$ cat config.mk
export PLATFORM = sky130hd
export DESIGN_NAME = utf16_to_utf8_transcoder
export DESIGN_NICKNAME = d
export VERILOG_FILES = /design/src/rtl/core/u16u8_pkg.sv /design/src/rtl/core/u16u8_step.sv /design/src/rtl/core/u16u8_drain.sv /design/src/rtl/core/utf16_to_utf8_transcoder.sv
export SDC_FILE = /design/constraint.sdc
export NUM_CORES = 1
export LEC_CHECK = 0
export BUFFER_PORTS_ARGS = -buffer_cell sky130_fd_sc_hd__clkbuf_2
export CORE_MARGIN = 3
export CORE_UTILIZATION = 45
export DETAILED_ROUTE_END_ITERATION = 12
export SYNTH_ARGS = -nofsm -noshare
export SYNTH_HDL_FRONTEND = slang
export SYNTH_SLANG_ARGS = --single-unit
$ cat constraint.sdc
create_clock -name clk -period 10.03 [get_ports clk]
set_input_delay 2.006 -clock clk [delete_from_list [all_inputs] [get_ports clk]]
set_output_delay 2.006 -clock clk [all_outputs]
set_load 0.02 [all_outputs]
$ cat src/rtl/core/u16u8_pkg.sv
// Shared types, codes and the UTF-8 byte encoder for the UTF-16 to UTF-8 transcoder.
// Used by u16u8_step, u16u8_drain, utf16_to_utf8_transcoder and the dv files; depends on nothing else.
package u16u8_pkg;

  // Default width of the written-byte counter.
  localparam int COUNT_WIDTH_DEF = 16;

  // Configuration register indexes.
  localparam logic REG_BYTE_ORDER_MODE = 1'b0;
  localparam logic REG_OUT_CAPACITY    = 1'b1;

  // Byte order modes.
  localparam logic [1:0] MODE_BIG    = 2'd0;
  localparam logic [1:0] MODE_LITTLE = 2'd1;
  localparam logic [1:0] MODE_DETECT = 2'd2;

  // Status codes carried by results.
  localparam logic [1:0] ST_RUNNING = 2'd0;
  localparam logic [1:0] ST_VALID   = 2'd1;
  localparam logic [1:0] ST_INVALID = 2'd2;

  // Most results one request can cause, and the index width over them.
  localparam int MAX_RESULTS = 7;
  localparam int RES_IDX_W   = $clog2(MAX_RESULTS + 1);

  // Byte-order mark bytes.
  localparam logic [7:0] BOM_FE = 8'hFE;
  localparam logic [7:0] BOM_FF = 8'hFF;

  // All results for one request: data bytes first, then an optional status-only result.
  typedef struct packed {
    logic [MAX_RESULTS-1:0][7:0] data;
    logic [RES_IDX_W-1:0]        ndata;
    logic                        fin;
    logic [1:0]                  fstat;
  } run_t;

  // One encoded code point: up to four bytes, leading byte in entry 0.
  typedef struct packed {
    logic [3:0][7:0] b;
    logic [2:0]      n;
  } enc_t;

  // UTF-8 encoding of a code point up to 21 bits.
  function automatic enc_t utf8_encode(input logic [20:0] cp);
    enc_t e;
    e = '0;
    if (cp < 21'h80) begin
      e.n    = 3'd1;
      e.b[0] = cp[7:0];
    end else if (cp < 21'h800) begin
      e.n    = 3'd2;
      e.b[0] = {3'b110, cp[10:6]};
      e.b[1] = {2'b10, cp[5:0]};
    end else if (cp < 21'h10000) begin
      e.n    = 3'd3;
      e.b[0] = {4'b1110, cp[15:12]};
      e.b[1] = {2'b10, cp[11:6]};
      e.b[2] = {2'b10, cp[5:0]};
    end else begin
      e.n    = 3'd4;
      e.b[0] = {5'b11110, cp[20:18]};
      e.b[1] = {2'b10, cp[17:12]};
      e.b[2] = {2'b10, cp[11:6]};
      e.b[3] = {2'b10, cp[5:0]};
    end
    return e;
  endfunction

endpackage

$ cat src/rtl/core/u16u8_step.sv
// Per-request decode: holds the buffer state and turns one registered UTF-16 unit
// into a run of UTF-8 results. Depends on u16u8_pkg.
module u16u8_step #(
  parameter int COUNT_WIDTH = u16u8_pkg::COUNT_WIDTH_DEF
) (
  input  logic              clk,
  input  logic              rst_n,
  input  logic              load,
  input  logic [7:0]        first_byte,
  input  logic [7:0]        second_byte,
  input  logic              first_unit,
  input  logic              last_unit,
  input  logic [1:0]        mode,
  input  logic [15:0]       capacity,
  output u16u8_pkg::run_t   run
);
  import u16u8_pkg::*;

  localparam int CMPW = ((COUNT_WIDTH > 16) ? COUNT_WIDTH : 16) + 1;

  logic                   aw_r, aw_nxt, aw_e;
  logic                   ord_r, ord_nxt, ord_e;
  logic                   hp_r, hp_nxt, hp_e;
  logic [9:0]             hb_r, hb_nxt, hb_e;
  logic [COUNT_WIDTH-1:0] bw_r, bw_nxt, bw_e;
  logic                   stp_r, stp_nxt, stp_e;

  logic                   zero_unit;
  logic [15:0]            unit;
  logic                   is_low, is_high;
  logic [20:0]            cp_pair, cp_b;
  enc_t                   enc_a, enc_b;
  logic [COUNT_WIDTH-1:0] bw_a, bw_base, bw_b;
  logic                   cap_a_ok, cap_b_ok;
  logic                   use_a;
  logic [2:0]             nb;
  logic                   fin;
  logic [1:0]             fstat;

  // State as seen by this request: a buffer start clears it first.
  always_comb begin
    if (first_unit) begin
      aw_e  = (mode >= MODE_DETECT);
      ord_e = (mode == MODE_LITTLE);
      hp_e  = 1'b0;
      hb_e  = '0;
      bw_e  = '0;
      stp_e = 1'b0;
    end else begin
      aw_e  = aw_r;
      ord_e = ord_r;
      hp_e  = hp_r;
      hb_e  = hb_r;
      bw_e  = bw_r;
      stp_e = stp_r;
    end
  end

  // Unit assembly, surrogate classes and the two candidate codes.
  always_comb begin
    zero_unit = (first_byte == 8'd0) && (second_byte == 8'd0);
    unit      = ord_e ? {second_byte, first_byte} : {first_byte, second_byte};
    is_low    = (unit[15:10] == 6'b110111);
    is_high   = (unit[15:10] == 6'b110110);
    cp_pair   = 21'h10000 + {1'b0, hb_e, 10'd0} + {11'd0, unit[9:0]};
    cp_b      = (hp_e && is_low) ? cp_pair : {5'd0, unit};
    enc_a     = utf8_encode({5'd0, 6'b110110, hb_e});
    enc_b     = utf8_encode(cp_b);
  end

  // Capacity checks: the held surrogate goes out first, then the unit's own code.
  always_comb begin
    bw_a     = bw_e + COUNT_WIDTH'(3);
    cap_a_ok = (CMPW'(bw_e) + CMPW'(3)) < CMPW'(capacity);
    bw_base  = (hp_e && !is_low) ? bw_a : bw_e;
    bw_b     = bw_base + COUNT_WIDTH'(enc_b.n);
    cap_b_ok = (CMPW'(bw_base) + CMPW'(enc_b.n)) < CMPW'(capacity);
  end

  // Decide the results and the next state.
  always_comb begin
    aw_nxt  = aw_e;
    ord_nxt = ord_e;
    hp_nxt  = hp_e;
    hb_nxt  = hb_e;
    bw_nxt  = bw_e;
    stp_nxt = stp_e;
    use_a   = 1'b0;
    nb      = 3'd0;
    fin     = 1'b0;
    fstat   = ST_RUNNING;
    if (!stp_e) begin
      hp_nxt = 1'b0;
      if (aw_e) begin
        // First unit in detect mode is the byte-order mark.
        aw_nxt = 1'b0;
        if (first_byte == BOM_FF && second_byte == BOM_FE) begin
          ord_nxt = 1'b1;
        end else if (first_byte == BOM_FE && second_byte == BOM_FF) begin
          ord_nxt = 1'b0;
        end else begin
          fin   = 1'b1;
          fstat = ST_INVALID;
        end
        if (!fin && last_unit) begin
          fin   = 1'b1;
          fstat = ST_VALID;
        end
      end else if (zero_unit) begin
        // End of string: flush a held surrogate, then finish.
        if (hp_e && !cap_a_ok) begin
          fin   = 1'b1;
          fstat = ST_INVALID;
        end else begin
          if (hp_e) begin
            use_a  = 1'b1;
            bw_nxt = bw_a;
          end
          fin   = 1'b1;
          fstat = ST_VALID;
        end
      end else if (hp_e && is_low) begin
        // Surrogate pair becomes one four-byte code.
        if (!cap_b_ok) begin
          fin   = 1'b1;
          fstat = ST_INVALID;
        end else begin
          nb     = enc_b.n;
          bw_nxt = bw_b;
          if (last_unit) begin
            fin   = 1'b1;
            fstat = ST_VALID;
          end
        end
      end else if (hp_e && !cap_a_ok) begin
        fin   = 1'b1;
        fstat = ST_INVALID;
      end else begin
        // Lone held surrogate first, then this unit.
        use_a  = hp_e;
        bw_nxt = bw_base;
        if (is_high) begin
          if (last_unit) begin
            fin   = 1'b1;
            fstat = ST_INVALID;
          end else begin
            hp_nxt = 1'b1;
            hb_nxt = unit[9:0];
          end
        end else if (!cap_b_ok) begin
          fin   = 1'b1;
          fstat = ST_INVALID;
        end else begin
          nb     = enc_b.n;
          bw_nxt = bw_b;
          if (last_unit) begin
            fin   = 1'b1;
            fstat = ST_VALID;
          end
        end
      end
      if (fin) begin
        stp_nxt = 1'b1;
        hp_nxt  = 1'b0;
      end
    end
  end

  // Pack the held surrogate's bytes ahead of the unit's bytes.
  always_comb begin
    run = '0;
    if (use_a) begin
      run.data[0] = enc_a.b[0];
      run.data[1] = enc_a.b[1];
      run.data[2] = enc_a.b[2];
      run.data[3] = enc_b.b[0];
      run.data[4] = enc_b.b[1];
      run.data[5] = enc_b.b[2];
      run.data[6] = enc_b.b[3];
      run.ndata   = RES_IDX_W'(nb) + RES_IDX_W'(3);
    end else begin
      run.data[0] = enc_b.b[0];
      run.data[1] = enc_b.b[1];
      run.data[2] = enc_b.b[2];
      run.data[3] = enc_b.b[3];
      run.ndata   = RES_IDX_W'(nb);
    end
    run.fin   = fin;
    run.fstat = fstat;
  end

  // Buffer state registers, updated as each request is decoded.
  always_ff @(posedge clk) begin
    if (!rst_n) begin
      aw_r  <= 1'b1;
      ord_r <= 1'b0;
      hp_r  <= 1'b0;
      hb_r  <= '0;
      bw_r  <= '0;
      stp_r <= 1'b0;
    end else if (load) begin
      aw_r  <= aw_nxt;
      ord_r <= ord_nxt;
      hp_r  <= hp_nxt;
      hb_r  <= hb_nxt;
      bw_r  <= bw_nxt;
      stp_r <= stp_nxt;
    end
  end

endmodule

$ cat src/rtl/core/u16u8_drain.sv
// Result register: holds one decoded run and hands out its results one per cycle while out_stall is low.
// Depends on u16u8_pkg.
module u16u8_drain (
  input  logic              clk,
  input  logic              rst_n,
  input  logic              load,
  input  u16u8_pkg::run_t   run,
  output logic              ready,
  output logic              out_valid,
  input  logic              out_stall,
  output logic [7:0]        out_byte,
  output logic              out_byte_valid,
  output logic [1:0]        out_status,
  output logic              out_last_of_run
);
  import u16u8_pkg::*;

  run_t                 run_r;
  logic [RES_IDX_W-1:0] cnt_r, cnt_nxt;
  logic [RES_IDX_W-1:0] idx_r, idx_nxt;
  logic                 last_slot;
  logic                 take;

  // Current result comes straight from the held run.
  always_comb begin
    out_valid       = (idx_r < cnt_r);
    last_slot       = (idx_r == cnt_r - RES_IDX_W'(1));
    out_last_of_run = last_slot;
    out_byte_valid  = (idx_r < run_r.ndata);
    out_byte        = out_byte_valid ? run_r.data[idx_r[2:0]] : 8'd0;
    out_status      = out_byte_valid ? ST_RUNNING : run_r.fstat;
    take            = out_valid && !out_stall;
    ready           = !out_valid || (take && last_slot);
  end

  // Advance through the run, or take a new one.
  always_comb begin
    cnt_nxt = cnt_r;
    idx_nxt = idx_r;
    if (load) begin
      cnt_nxt = run.ndata + RES_IDX_W'(run.fin);
      idx_nxt = '0;
    end else if (take) begin
      if (last_slot) begin
        cnt_nxt = '0;
        idx_nxt = '0;
      end else begin
        idx_nxt = idx_r + RES_IDX_W'(1);
      end
    end
  end

  always_ff @(posedge clk) begin
    if (!rst_n) begin
      cnt_r <= '0;
      idx_r <= '0;
    end else begin
      cnt_r <= cnt_nxt;
      idx_r <= idx_nxt;
    end
  end

  // Run payload needs no reset.
  always_ff @(posedge clk) begin
    if (load) begin
      run_r <= run;
    end
  end

endmodule

$ cat src/rtl/core/utf16_to_utf8_transcoder.sv
// UTF-16 to UTF-8 transcoder top level: configuration registers, input register,
// decode stage and result register. Depends on u16u8_pkg, u16u8_step, u16u8_drain.
//
// Usage:
//   Each input request carries one UTF-16 unit as two raw bytes plus first_unit and
//   last_unit flags. Each output request carries one UTF-8 byte, or a status-only
//   result (byte_valid low) that closes the buffer as finished valid or invalid.
//   last_of_run marks the final result caused by one input request.
//   Both channels use valid/stall; a request moves when valid is high and stall low.
//   Flow: a request passes through the input register and the decode stage into the
//   result register, from which its first result appears on the output.
//   Throughput: a request causes N results (N from 0 to 7), which the result register
//   hands out one per cycle while out_stall is low; requests with one result flow at
//   one per cycle while out_stall is low, and requests with no result take no output
//   slot. The input register accepts the next request while results still drain.
//   Stalls on the output hold the current result unchanged and back up into
//   in_stall once the input register is occupied. Reset clears the handshakes and
//   state, sets byte order to detect-from-mark and capacity to 65535. The user must
//   write configuration through cfg_we/cfg_index/cfg_data only while the block is
//   idle; the block itself does not enforce it. Byte order is taken at each buffer start.
module utf16_to_utf8_transcoder #(
  parameter int COUNT_WIDTH = u16u8_pkg::COUNT_WIDTH_DEF
) (
  input  logic        clk,
  input  logic        rst_n,
  input  logic        cfg_we,
  input  logic        cfg_index,
  input  logic [15:0] cfg_data,
  input  logic        in_valid,
  output logic        in_stall,
  input  logic [7:0]  in_first_byte,
  input  logic [7:0]  in_second_byte,
  input  logic        in_first_unit,
  input  logic        in_last_unit,
  output logic        out_valid,
  input  logic        out_stall,
  output logic [7:0]  out_byte,
  output logic        out_byte_valid,
  output logic [1:0]  out_status,
  output logic        out_last_of_run
);
  import u16u8_pkg::*;

  logic [1:0]  mode_r;
  logic [15:0] cap_r;
  logic        in_vld_r;
  logic [7:0]  b1_r, b2_r;
  logic        fu_r, lu_r;
  logic        drain_ready;
  logic        load;
  run_t        run;

  // Configuration registers.
  always_ff @(posedge clk) begin
    if (!rst_n) begin
      mode_r <= MODE_DETECT;
      cap_r  <= 16'hFFFF;
    end else if (cfg_we) begin
      case (cfg_index)
        REG_BYTE_ORDER_MODE: mode_r <= cfg_data[1:0];
        REG_OUT_CAPACITY:    cap_r  <= cfg_data;
        default:             mode_r <= mode_r;
      endcase
    end
  end

  // Input register: emptied whenever the decode stage hands a run to the output.
  assign load     = in_vld_r && drain_ready;
  assign in_stall = in_vld_r && !drain_ready;

  always_ff @(posedge clk) begin
    if (!rst_n) begin
      in_vld_r <= 1'b0;
    end else if (!in_stall) begin
      in_vld_r <= in_valid;
    end
  end

  always_ff @(posedge clk) begin
    if (in_valid && !in_stall) begin
      b1_r <= in_first_byte;
      b2_r <= in_second_byte;
      fu_r <= in_first_unit;
      lu_r <= in_last_unit;
    end
  end

  // Decode stage with the buffer state.
  u16u8_step #(
    .COUNT_WIDTH(COUNT_WIDTH)
  ) u_step (
    .clk        (clk),
    .rst_n      (rst_n),
    .load       (load),
    .first_byte (b1_r),
    .second_byte(b2_r),
    .first_unit (fu_r),
    .last_unit  (lu_r),
    .mode       (mode_r),
    .capacity   (cap_r),
    .run        (run)
  );

  // Result register and serializer.
  u16u8_drain u_drain (
    .clk            (clk),
    .rst_n          (rst_n),
    .load           (load),
    .run            (run),
    .ready          (drain_ready),
    .out_valid      (out_valid),
    .out_stall      (out_stall),
    .out_byte       (out_byte),
    .out_byte_valid (out_byte_valid),
    .out_status     (out_status),
    .out_last_of_run(out_last_of_run)
  );

endmodule

==> results of run 1 <==
-- placed cells by master, fill, tap and decap left out, types with 24 or more instances in the layout --
cell | Yosys | layout
a21oi_1 | 77 | 77
clkbuf_2 | 1 | 53
dfxtp_1 | 55 | 55
edfxtp_1 | 74 | 74
ha_1 | 45 | 45
inv_1 | 38 | 38
mux2i_1 | 28 | 28
nand2_1 | 131 | 131
nand3_1 | 25 | 25
nor2_1 | 123 | 123
nor3_1 | 28 | 28
o211ai_1 | 27 | 27
o21ai_0 | 67 | 67
xnor2_1 | 26 | 26
xor2_1 | 24 | 24
-- power by group through the flow --
stage | Sequential, mW | Combinational (mW) | Clock (mW)
6_report | 0.616 | 0.196 | 0.640
5_1_grt | 0.619 | 0.216 | 0.673
4_1_cts | 0.615 | 0.192 | 0.647
3_5_place_dp | 0.627 | 0.191 | 0
3_3_place_gp | 0.626 | 0.190 | 0
2_1_floorplan | 0.617 | 0.135 | 0
-- area by class of cell --
type | count | area [um2]
fillers | 1913 | 9888
multi-input cells | 876 | 5644
flip-flops and latches | 129 | 3323
clock buffers | 17 | 425.4
repair buffers | 74 | 422.9
well taps | 270 | 337.8
clock inverters | 15 | 168.9
inverters | 41 | 153.9
-- stage by stage --
step,instance area [um2],instances,setup slack (ps),hold slack (ps),utilization
2_1_floorplan,9398,1111,1530,449.9,-
3_3_place_gp,9859,1387,1159,481.6,0.4841
3_5_place_dp,9859,1387,891.6,492.0,0.4841
4_1_cts,10450,1419,879.8,499.9,0.5133
5_1_grt,10480,1422,347.3,524.7,0.5144
6_report,10480,1422,1093,496.4,0.5144
-- sequential cells by signal, summed over array words and instances, names as in the netlist, 2 cells and up --
name / cells
u_drain.run_r: 56
cap_r: 16
u_step.bw_r: 16
u_step.hb_r: 10
b1_r: 8
b2_r: 8
u_drain.cnt_r: 3
u_drain.idx_r: 3
mode_r: 2
-- worst max path at each step --
stage | start | end | slack (ps) | depth (start not counted)
floorplan | fu_r | u_drain.cnt_r[1] | 1530 | 41
global placement | fu_r | u_drain.cnt_r[2] | 1160 | 33
detailed placement | fu_r | u_drain.cnt_r[1] | 890 | 32
CTS | fu_r | u_drain.cnt_r[1] | 880 | 31
global route | fu_r | u_drain.cnt_r[1] | 350 | 31
finish | fu_r | u_drain.cnt_r[1] | 1090 | 32
-- metal layers --
metal,vias up,share of wire,global-route usage
met3,59,0.11,0.08639
li1,4135,-,-
met5,-,0,0
met1,4032,0.47,0.4006
met2,489,0.39,0.3528
met4,0,0.023,0.07731
-- repair_timing --
action                                  in CTS  in global routing
endpoints found under the setup margin       0                  2
setup buffers                                0                  3
endpoints found under the hold margin        0                  0
-- logic make-up (layout without fill, tap and decap cells) --
logic type,count (synthesis),after routing,share of synthesized area
adder cells (fa/ha/maj),46,46,0.06219
multiplexers,37,37,0.04911
buffers and inverters,106,147,0.04618
flip-flops,129,129,0.3545
AO/OA/AOI/OAI,313,313,0.2165
other,1,7,0.0004000
XOR/XNOR,51,51,0.04911
AND/OR/NAND/NOR,422,422,0.2221
-- worst register-to-register path: cells and delay by family, from the launching register on --
kind | cells | cell delay [ps]
mux | 3 | 1040
buf+inv | 3 | 770
xor+xnor | 1 | 180
fa+ha+maj | 4 | 1360
flops | 1 | 360
compound gates | 9 | 2130
simple gates | 12 | 3010
==> qor.yml, run 1 <==
run_status:
  status: "finished, final reports clean"
sta:
  timing.setup.tns_ps: 0
  clock_skew_ps: 9.891
  finalSetupViolCount: 0
  period_share: 0.8910
  period_minus_slack_ps: 8937
  slew_headroom: 0.2955
  rsz0062_at_grt: "false"
  drv_slew: 0
  tightestPinTransition_ps: 1052
  final-hold-violation-count: 0
  max_freq_mhz: 111.9
die:
  io_pins: 54
  initial_utilization: 0.4604
  fp.coreArea_um2: 20360
  die_width_um: 150.3
  die_y_um: 150.3
  row_count: 52
  fp.dieArea_um2: 22600
logic_synthesis:
  yosys-top-cells-area: "edfxtp_1 24%, dfxtp_1 12%, ha_1 6.0%"
  syn-cell-area_um2: 9375
  ys_warn_count: 0
  synth_common_cells: "131 x nand2_1, 123 x nor2_1, 77 x a21oi_1"
  synth_enable_flop_cells: 74
  ys_seq_elements: 129
  synth.top_cell.area_share: 0.2370
  synth_flop_cell: "edfxtp_1"
  ys_seq_area_frac: 0.3545
  synth_cells: 1105
  ys_types: 91
  async_flop_share: 0
  synth_most_common_cell: "nand2_1"
  synth_area_per_cell_um2: 8.484
  yosys.area.top_type: "edfxtp_1"
critical_path:
  slowest_stage: "nor4_1"
  reg2regPathDepth: 32
  crit_arrival_ps: 9250
  critical_path_class: "reg -> reg"
  path_buf_inv: 3
  critical-path-top-delay-family: "simple AND/OR/NAND/NOR gates"
  r2r_slack_ps: 1090
  timing.rr.start: "fu_r"
  start_kind: "flip-flop"
  path_max_fanout: 16
  rr_endpoint: "u_drain.cnt_r[1]"
  worstPathRequired_ps: 10350
  crit_path_end_kind: "flip-flop"
  critPathMaxStageDelay_ps: 570
drt:
  ant_nets: 0
  dr.first_iter.drc_count: 1027
  dr_total_vias: 8715
  routed_wirelength_um: 29520
  drcViolationCount: 0
  drtPass1Iterations: 6
  viasPerCell: 6.129
  wl_per_cell_um: 20.76
global_routing:
  grt_first_pass_wirelength_um: 45790
  groute.usage.overall: 0.2640
  grt_overflow: 0
  grt_pass1_vias: 7843
  antenna_found_initial: 0
  grt_max_degree: 73
power_and_ir_drop:
  switching_share: 0.2871
  power_frac_comb: 0.135
  power_leakage_nw: 4.104
  seq_power_share: 0.424
  ir_drop_uv: 110.9
  power_density_nw_per_um2: 138.6
  intPower_mw: 1.035
  p_sw_mw: 0.4168
  p_clk_frac: 0.441
  p_total_mw: 1.452
hold_path:
  worstHoldPathType: "reg -> reg"
  whs_endpoint: "u_drain.cnt_r[1]"
  min_path_cells: 2
  hp-start: "u_drain.cnt_r[1]"
run:
  drv_cap: 0
layout:
  nets: 1225
  n_antenna_cell: 0
  area.growth.synth_to_final_pct: 11.74
  final_layout_size_suffix_gt1_frac: 0.1198
clock_network:
  clk_path_buf_depth: 2
  cts_tree: "yes"
  cts_inserted_buffers: 17
  cts.clk_slew.worst_paths_ps: 60
  hold_buffers: 0
  insertion_delay_ps: 430
  cts_sinks: 129
  cts-resized-gates: 0
  root_buffer: "clkbuf_16"
  h-tree-depth: 4
placement:
  gp_congestion: 1.001
  hpwlAfterDp_um: 21950
  port_buffers: 53
No activity file was read; power rests on OpenSTA's default activity.
==> run 2: changes to the inputs <==
--- a/config.mk
+++ b/config.mk
@@ -6,9 +6,12 @@
 export NUM_CORES = 1
 export LEC_CHECK = 0
 export BUFFER_PORTS_ARGS = -buffer_cell sky130_fd_sc_hd__clkbuf_2
+export CELL_PAD_IN_SITES_DETAIL_PLACEMENT = 1
+export CELL_PAD_IN_SITES_GLOBAL_PLACEMENT = 1
 export CORE_MARGIN = 3
 export CORE_UTILIZATION = 45
 export DETAILED_ROUTE_END_ITERATION = 12
+export PLACE_DENSITY_LB_ADDON = 0.1
 export SYNTH_ARGS = -nofsm -noshare
 export SYNTH_HDL_FRONTEND = slang
 export SYNTH_SLANG_ARGS = --single-unit
==> run 2 against run 1 <==
Hold slack better by 5.1 ps. Critical path depth up 1. Combinational power increased by 3%. Register-to-register slack worse by 20 ps. Design area is essentially flat. Sequential cell count is the same. Total power is 1.3% higher. Utilization about the same. Routed wire length up 14%. Largest cell class unchanged. Clock skew barely moved.
==> qor.yml, run 2 (same netlist as run 1, synthesis figures left out) <==
drt:
  wl_met3_um: 3278
  drtPass1Iterations: 7
  drcViolationCount: 0
  dr.first_iter.drc_count: 905
  dr_total_vias: 8959
  wl_per_cell_um: 23.65
  viasPerCell: 6.300
  routed_wirelength_um: 33630
  wl_met1_um: 15520
  topRoutingLayerUsed: "met4"
  met2WireLength_um: 14360
  ant_nets: 0
sta:
  timing.setup.tns_ps: 0
  final-hold-violation-count: 0
  rsz0062_at_grt: "false"
  max_freq_mhz: 111.6
  period_minus_slack_ps: 8957
  clock_skew_ps: 10.20
  drv_slew: 0
  period_share: 0.8930
  slew_headroom: 0.2727
  tightestPinTransition_ps: 1086
  finalSetupViolCount: 0
layout:
  final_layout_size_suffix_gt1_frac: 0.1215
  fillers: 2409
  area.growth.synth_to_final_pct: 11.85
  seqCellArea_um2: 3323
  multi_input_area_um2: 5650
  top_register: "u_drain.run_r"
  final_cell_area_um2: 10490
  largest_registers: "u_drain.run_r x56, cap_r x16, u_step.bw_r x16"
  nets: 1225
  instances_no_fill: 1422
  n_antenna_cell: 0
  largest_reg_flops: 56
  layout_common_cells: "131 x nand2_1, 123 x nor2_1, 77 x a21oi_1"
  layout_commonest_cell: "nand2_1"
die:
  die_y_um: 150.3
  initial_utilization: 0.4604
  fp.dieArea_um2: 22600
  row_count: 52
  die_width_um: 150.3
  fp.coreArea_um2: 20360
  io_pins: 54
clock_network:
  h-tree-depth: 4
  cts_tree: "yes"
  root_buffer: "clkbuf_16"
  cts.clk_slew.worst_paths_ps: 60
  cts_sinks: 129
  clk_path_buf_depth: 2
  hold_buffers: 0
  cts_inserted_buffers: 17
  insertion_delay_ps: 430
critical_path:
  cp.depth: 33
  worstPathRequired_ps: 10330
  path_buf_inv: 4
  critical-path-top-delay-family: "simple AND/OR/NAND/NOR gates"
  cp-startpoint: "fu_r"
  path_max_fanout: 23
  setup.worst_path.end: "u_drain.cnt_r[2]"
  critPathMaxStageDelay_ps: 780
  slowest_stage: "or4_1"
  rr_endpoint: "u_drain.cnt_r[2]"
  cp_common_cell: "ha_1"
  crit_arrival_ps: 9260
  crit_path_end_kind: "flip-flop"
  timing.rr.start: "fu_r"
  r2r_slack_ps: 1070
  start_kind: "flip-flop"
  critical_path_class: "reg -> reg"
  reg2regPathDepth: 33
run_status:
  status: "finished, final reports clean"
global_routing:
  grt_first_pass_wirelength_um: 52160
  groute.usage.overall: 0.3024
  grt_overflow: 0
  grt_pass1_vias: 8731
  antenna_found_initial: 0
  grt_max_degree: 64
hold_path:
  worstHoldPathType: "reg -> reg"
placement:
  hpwlAfterDp_um: 25010
  dpl_cell_area_um2: 9873
  dpl.cell_count: 1388
  port_buffers: 53
  gp_congestion: 0.9476
power_and_ir_drop:
  power_density_nw_per_um2: 140.2
  power_leakage_nw: 4.109
  p_total_mw: 1.470
  ir_drop_uv: 100.7
run:
  drv_cap: 0
[run 2: cell types whose count changed in the layout (fill, tap and decap cells not counted), sizes merged]
cell,change
clkinv,+1
inv,-1
[run 2: how the worst min path moves through the flow]
stage | from | to | cells after the start
after global routing | u_step.hb_r[0] | u_step.hb_r[0] | 2
after CTS | u_step.hb_r[0] | u_step.hb_r[0] | 2
after floorplan | u_step.hb_r[0] | u_step.hb_r[0] | 2
final | u_drain.cnt_r[0] | u_drain.cnt_r[0] | 2
after global placement | u_step.hb_r[0] | u_step.hb_r[0] | 2
after detailed placement | u_step.hb_r[0] | u_step.hb_r[0] | 2
[run 2: worst register-to-register path, delay by kind of cell (launching register included)]
family	cells	cell delay, ps
AO/OA/AOI/OAI	11	2340
XOR/XNOR	2	330
adder cells (fa/ha/maj)	5	1260
buffers and inverters	4	1050
flip-flops	1	520
multiplexers	2	390
AND/OR/NAND/NOR	9	2940
[run 2: power breakdown]
group	switching, mW	total [mW]	internal (mW)
Combinational	0.135	0.202	0.0673
Sequential	0.0232	0.618	0.595
Clock	0.276	0.650	0.374
Total	0.434	1.47	1.04
[run 2: metal layers]
metal / vias up / global-route usage
met3: 41 / 0.07887
met4: 0 / 0.06587
li1: 4131 / -
met2: 414 / 0.4409
met5: - / 0
met1: 4373 / 0.4493
[run 2: metrics by stage]
stage / worst slack (ps) / utilization / hold slack [ps]
6_report: 1073 / 0.5149 / 501.5
2_1_floorplan: 1530 / - / 449.9
3_3_place_gp: 1264 / 0.4848 / 480.9
5_1_grt: 418.3 / 0.5149 / 520.7
4_1_cts: 728.8 / 0.5142 / 498.0
3_5_place_dp: 804.3 / 0.4848 / 486.8
[run 2: area by class of cell]
type,count,share of cell area
clock inverters,15,0.01647
inverters,41,0.01468
clock buffers,17,0.04057
flip-flops and latches,129,0.3169
repair buffers,74,0.04033
multi-input cells,876,0.5388
well taps,270,0.03222
[run 2: what timing repair did]
item                                    in CTS  in global routing
endpoints found under the setup margin       0                  2
buffers inserted                             0                  2
gates resized for setup                      0                  0
==> run 3: changes to the inputs <==
--- a/config.mk
+++ b/config.mk
@@ -5,7 +5,7 @@
 export SDC_FILE = /design/constraint.sdc
 export NUM_CORES = 1
 export LEC_CHECK = 0
-export BUFFER_PORTS_ARGS = -buffer_cell sky130_fd_sc_hd__clkbuf_2
+export BUFFER_PORTS_ARGS = -buffer_cell sky130_fd_sc_hd__buf_4
 export CELL_PAD_IN_SITES_DETAIL_PLACEMENT = 1
 export CELL_PAD_IN_SITES_GLOBAL_PLACEMENT = 1
 export CORE_MARGIN = 3
==> run 3 against run 2 <==
Worst setup slack got worse by 92 ps. Utilization rose by 0.55 points. Critical path type unchanged. Sequential cell count did not move. First-iteration DRC count shrank 12%. Clock skew increased by 2.4 ps. Largest cell class unchanged. Clock power decreased by 1%. Via count is 0.51% higher. Routed wire length increased by 0.95%. Sequential power about the same. Largest power group unchanged.
==> qor.yml, run 3 (same netlist as run 1, synthesis figures left out) <==
clock_network:
  root_buffer: "clkbuf_16"
  hold_buffers: 0
  cts.clk_slew.worst_paths_ps: 60
  h-tree-depth: 4
  cts_sinks: 129
  cts_tree: "yes"
  cts_inserted_buffers: 17
  clk_path_buf_depth: 2
  insertion_delay_ps: 430
layout:
  final_layout_size_suffix_gt1_frac: 0.1200
  largest_registers: "u_drain.run_r x56, cap_r x16, u_step.bw_r x16"
  instances_no_fill: 1420
  final_core_util: 0.5205
  layout_commonest_cell: "nand2_1"
  final_cell_area_um2: 10600
  area.growth.synth_to_final_pct: 13.05
  nets: 1223
  largest_reg_flops: 56
  layout_common_cells: "131 x nand2_1, 123 x nor2_1, 77 x a21oi_1"
  n_antenna_cell: 0
  top_register: "u_drain.run_r"
sta:
  clock_skew_ps: 12.58
  slew_headroom: 0.2747
  rsz0062_at_grt: "false"
  tightestPinTransition_ps: 1083
  finalSetupViolCount: 0
  whs_ps: 502.5
  fin_ws_ps: 980.6
  period_share: 0.9022
  final-hold-violation-count: 0
  drv_slew: 0
  period_minus_slack_ps: 9049
  max_freq_mhz: 110.5
  timing.setup.tns_ps: 0
die:
  fp.dieArea_um2: 22600
  die_y_um: 150.3
  initial_utilization: 0.4604
  die_width_um: 150.3
  io_pins: 54
  row_count: 52
  fp.coreArea_um2: 20360
critical_path:
  r2r_slack_ps: 980
  critical_path_class: "reg -> reg"
  reg2regPathDepth: 31
  worstPathRequired_ps: 10330
  start_kind: "flip-flop"
  path_max_fanout: 23
  cp_common_cell: "ha_1"
  slowest_stage: "or4_1"
  crit_path_end_kind: "flip-flop"
  crit_arrival_ps: 9350
  rr_endpoint: "u_drain.cnt_r[2]"
  timing.rr.start: "fu_r"
  critPathMaxStageDelay_ps: 770
drt:
  viasPerCell: 6.342
  ant_nets: 0
  drcViolationCount: 0
  drtPass1Iterations: 5
  dr_total_vias: 9005
  dr.first_iter.drc_count: 796
  routed_wirelength_um: 33950
  wl_per_cell_um: 23.91
global_routing:
  grt_max_degree: 71
  antenna_found_initial: 0
  grt_overflow: 0
  groute.usage.overall: 0.3031
  grt_first_pass_wirelength_um: 52380
  grt_pass1_vias: 8622
hold_path:
  worstHoldPathType: "reg -> reg"
  min_path_cells: 2
  whs_endpoint: "u_drain.cnt_r[0]"
  hp-start: "u_drain.cnt_r[0]"
run:
  drv_cap: 0
power_and_ir_drop:
  power_leakage_nw: 4.130
  p_total_mw: 1.470
  power_density_nw_per_um2: 138.7
  ir_drop_uv: 104.1
placement:
  port_buffers: 53
  gp_congestion: 0.9771
  dpl.cell_count: 1386
  place_ws_ps: 637.1
  dpl_cell_area_um2: 9991
  hpwlAfterDp_um: 25220
run_status:
  status: "finished, final reports clean"
==> run 3: how the worst max path moves through the flow <==
stage                     depth (start not counted)               end  start  slack (ps)
after global routing                             31  u_drain.cnt_r[2]   fu_r         290
after CTS                                        31  u_drain.cnt_r[2]   fu_r         610
after floorplan                                  41  u_drain.cnt_r[1]   fu_r        1530
final                                            31  u_drain.cnt_r[2]   fu_r         980
after detailed placement                         31  u_drain.cnt_r[2]   fu_r         640
after global placement                           31  u_drain.cnt_r[2]   fu_r        1100
==> run 3: area by class of cell <==
type                    instances  area (um2)
inverters                      41       153.9
well taps                     270       337.8
multi-input cells             876        5650
repair buffers                 72       540.5
flip-flops and latches        129        3323
clock buffers                  17       425.4
clock inverters                15       167.7
fillers                      2437        9766
==> run 3: power breakdown <==
group	switching [mW]	internal (mW)	total (mW)
Sequential	0.0232	0.595	0.618
Clock	0.287	0.354	0.641
Combinational	0.136	0.0748	0.211
==> run 3: worst max-delay path, delay by kind of cell (launching register included) <==
kind                       cells  cell delay, ps
and+or+nand+nor                9            3180
adders and majority gates      5            1250
muxes                          2             420
AOI/OAI and AO/OA             11            2650
buffers and inverters          2             660
xor gates and xnor gates       2             340
DFF                            1             420
==> run 3: timing repair <==
action / 4_1_cts / 5_1_grt
setup buffers: 0 / 2
endpoints found under the setup margin: 0 / 2
gates resized for setup: 0 / 0
==> run 3: layer usage <==
metal | track usage | share of wire | vias to the layer above
met5 | 0 | 0 | -
met4 | 0.07091 | 0.014 | 0
met3 | 0.05268 | 0.078 | 43
met2 | 0.4411 | 0.43 | 351
met1 | 0.4658 | 0.48 | 4485
li1 | - | - | 4126
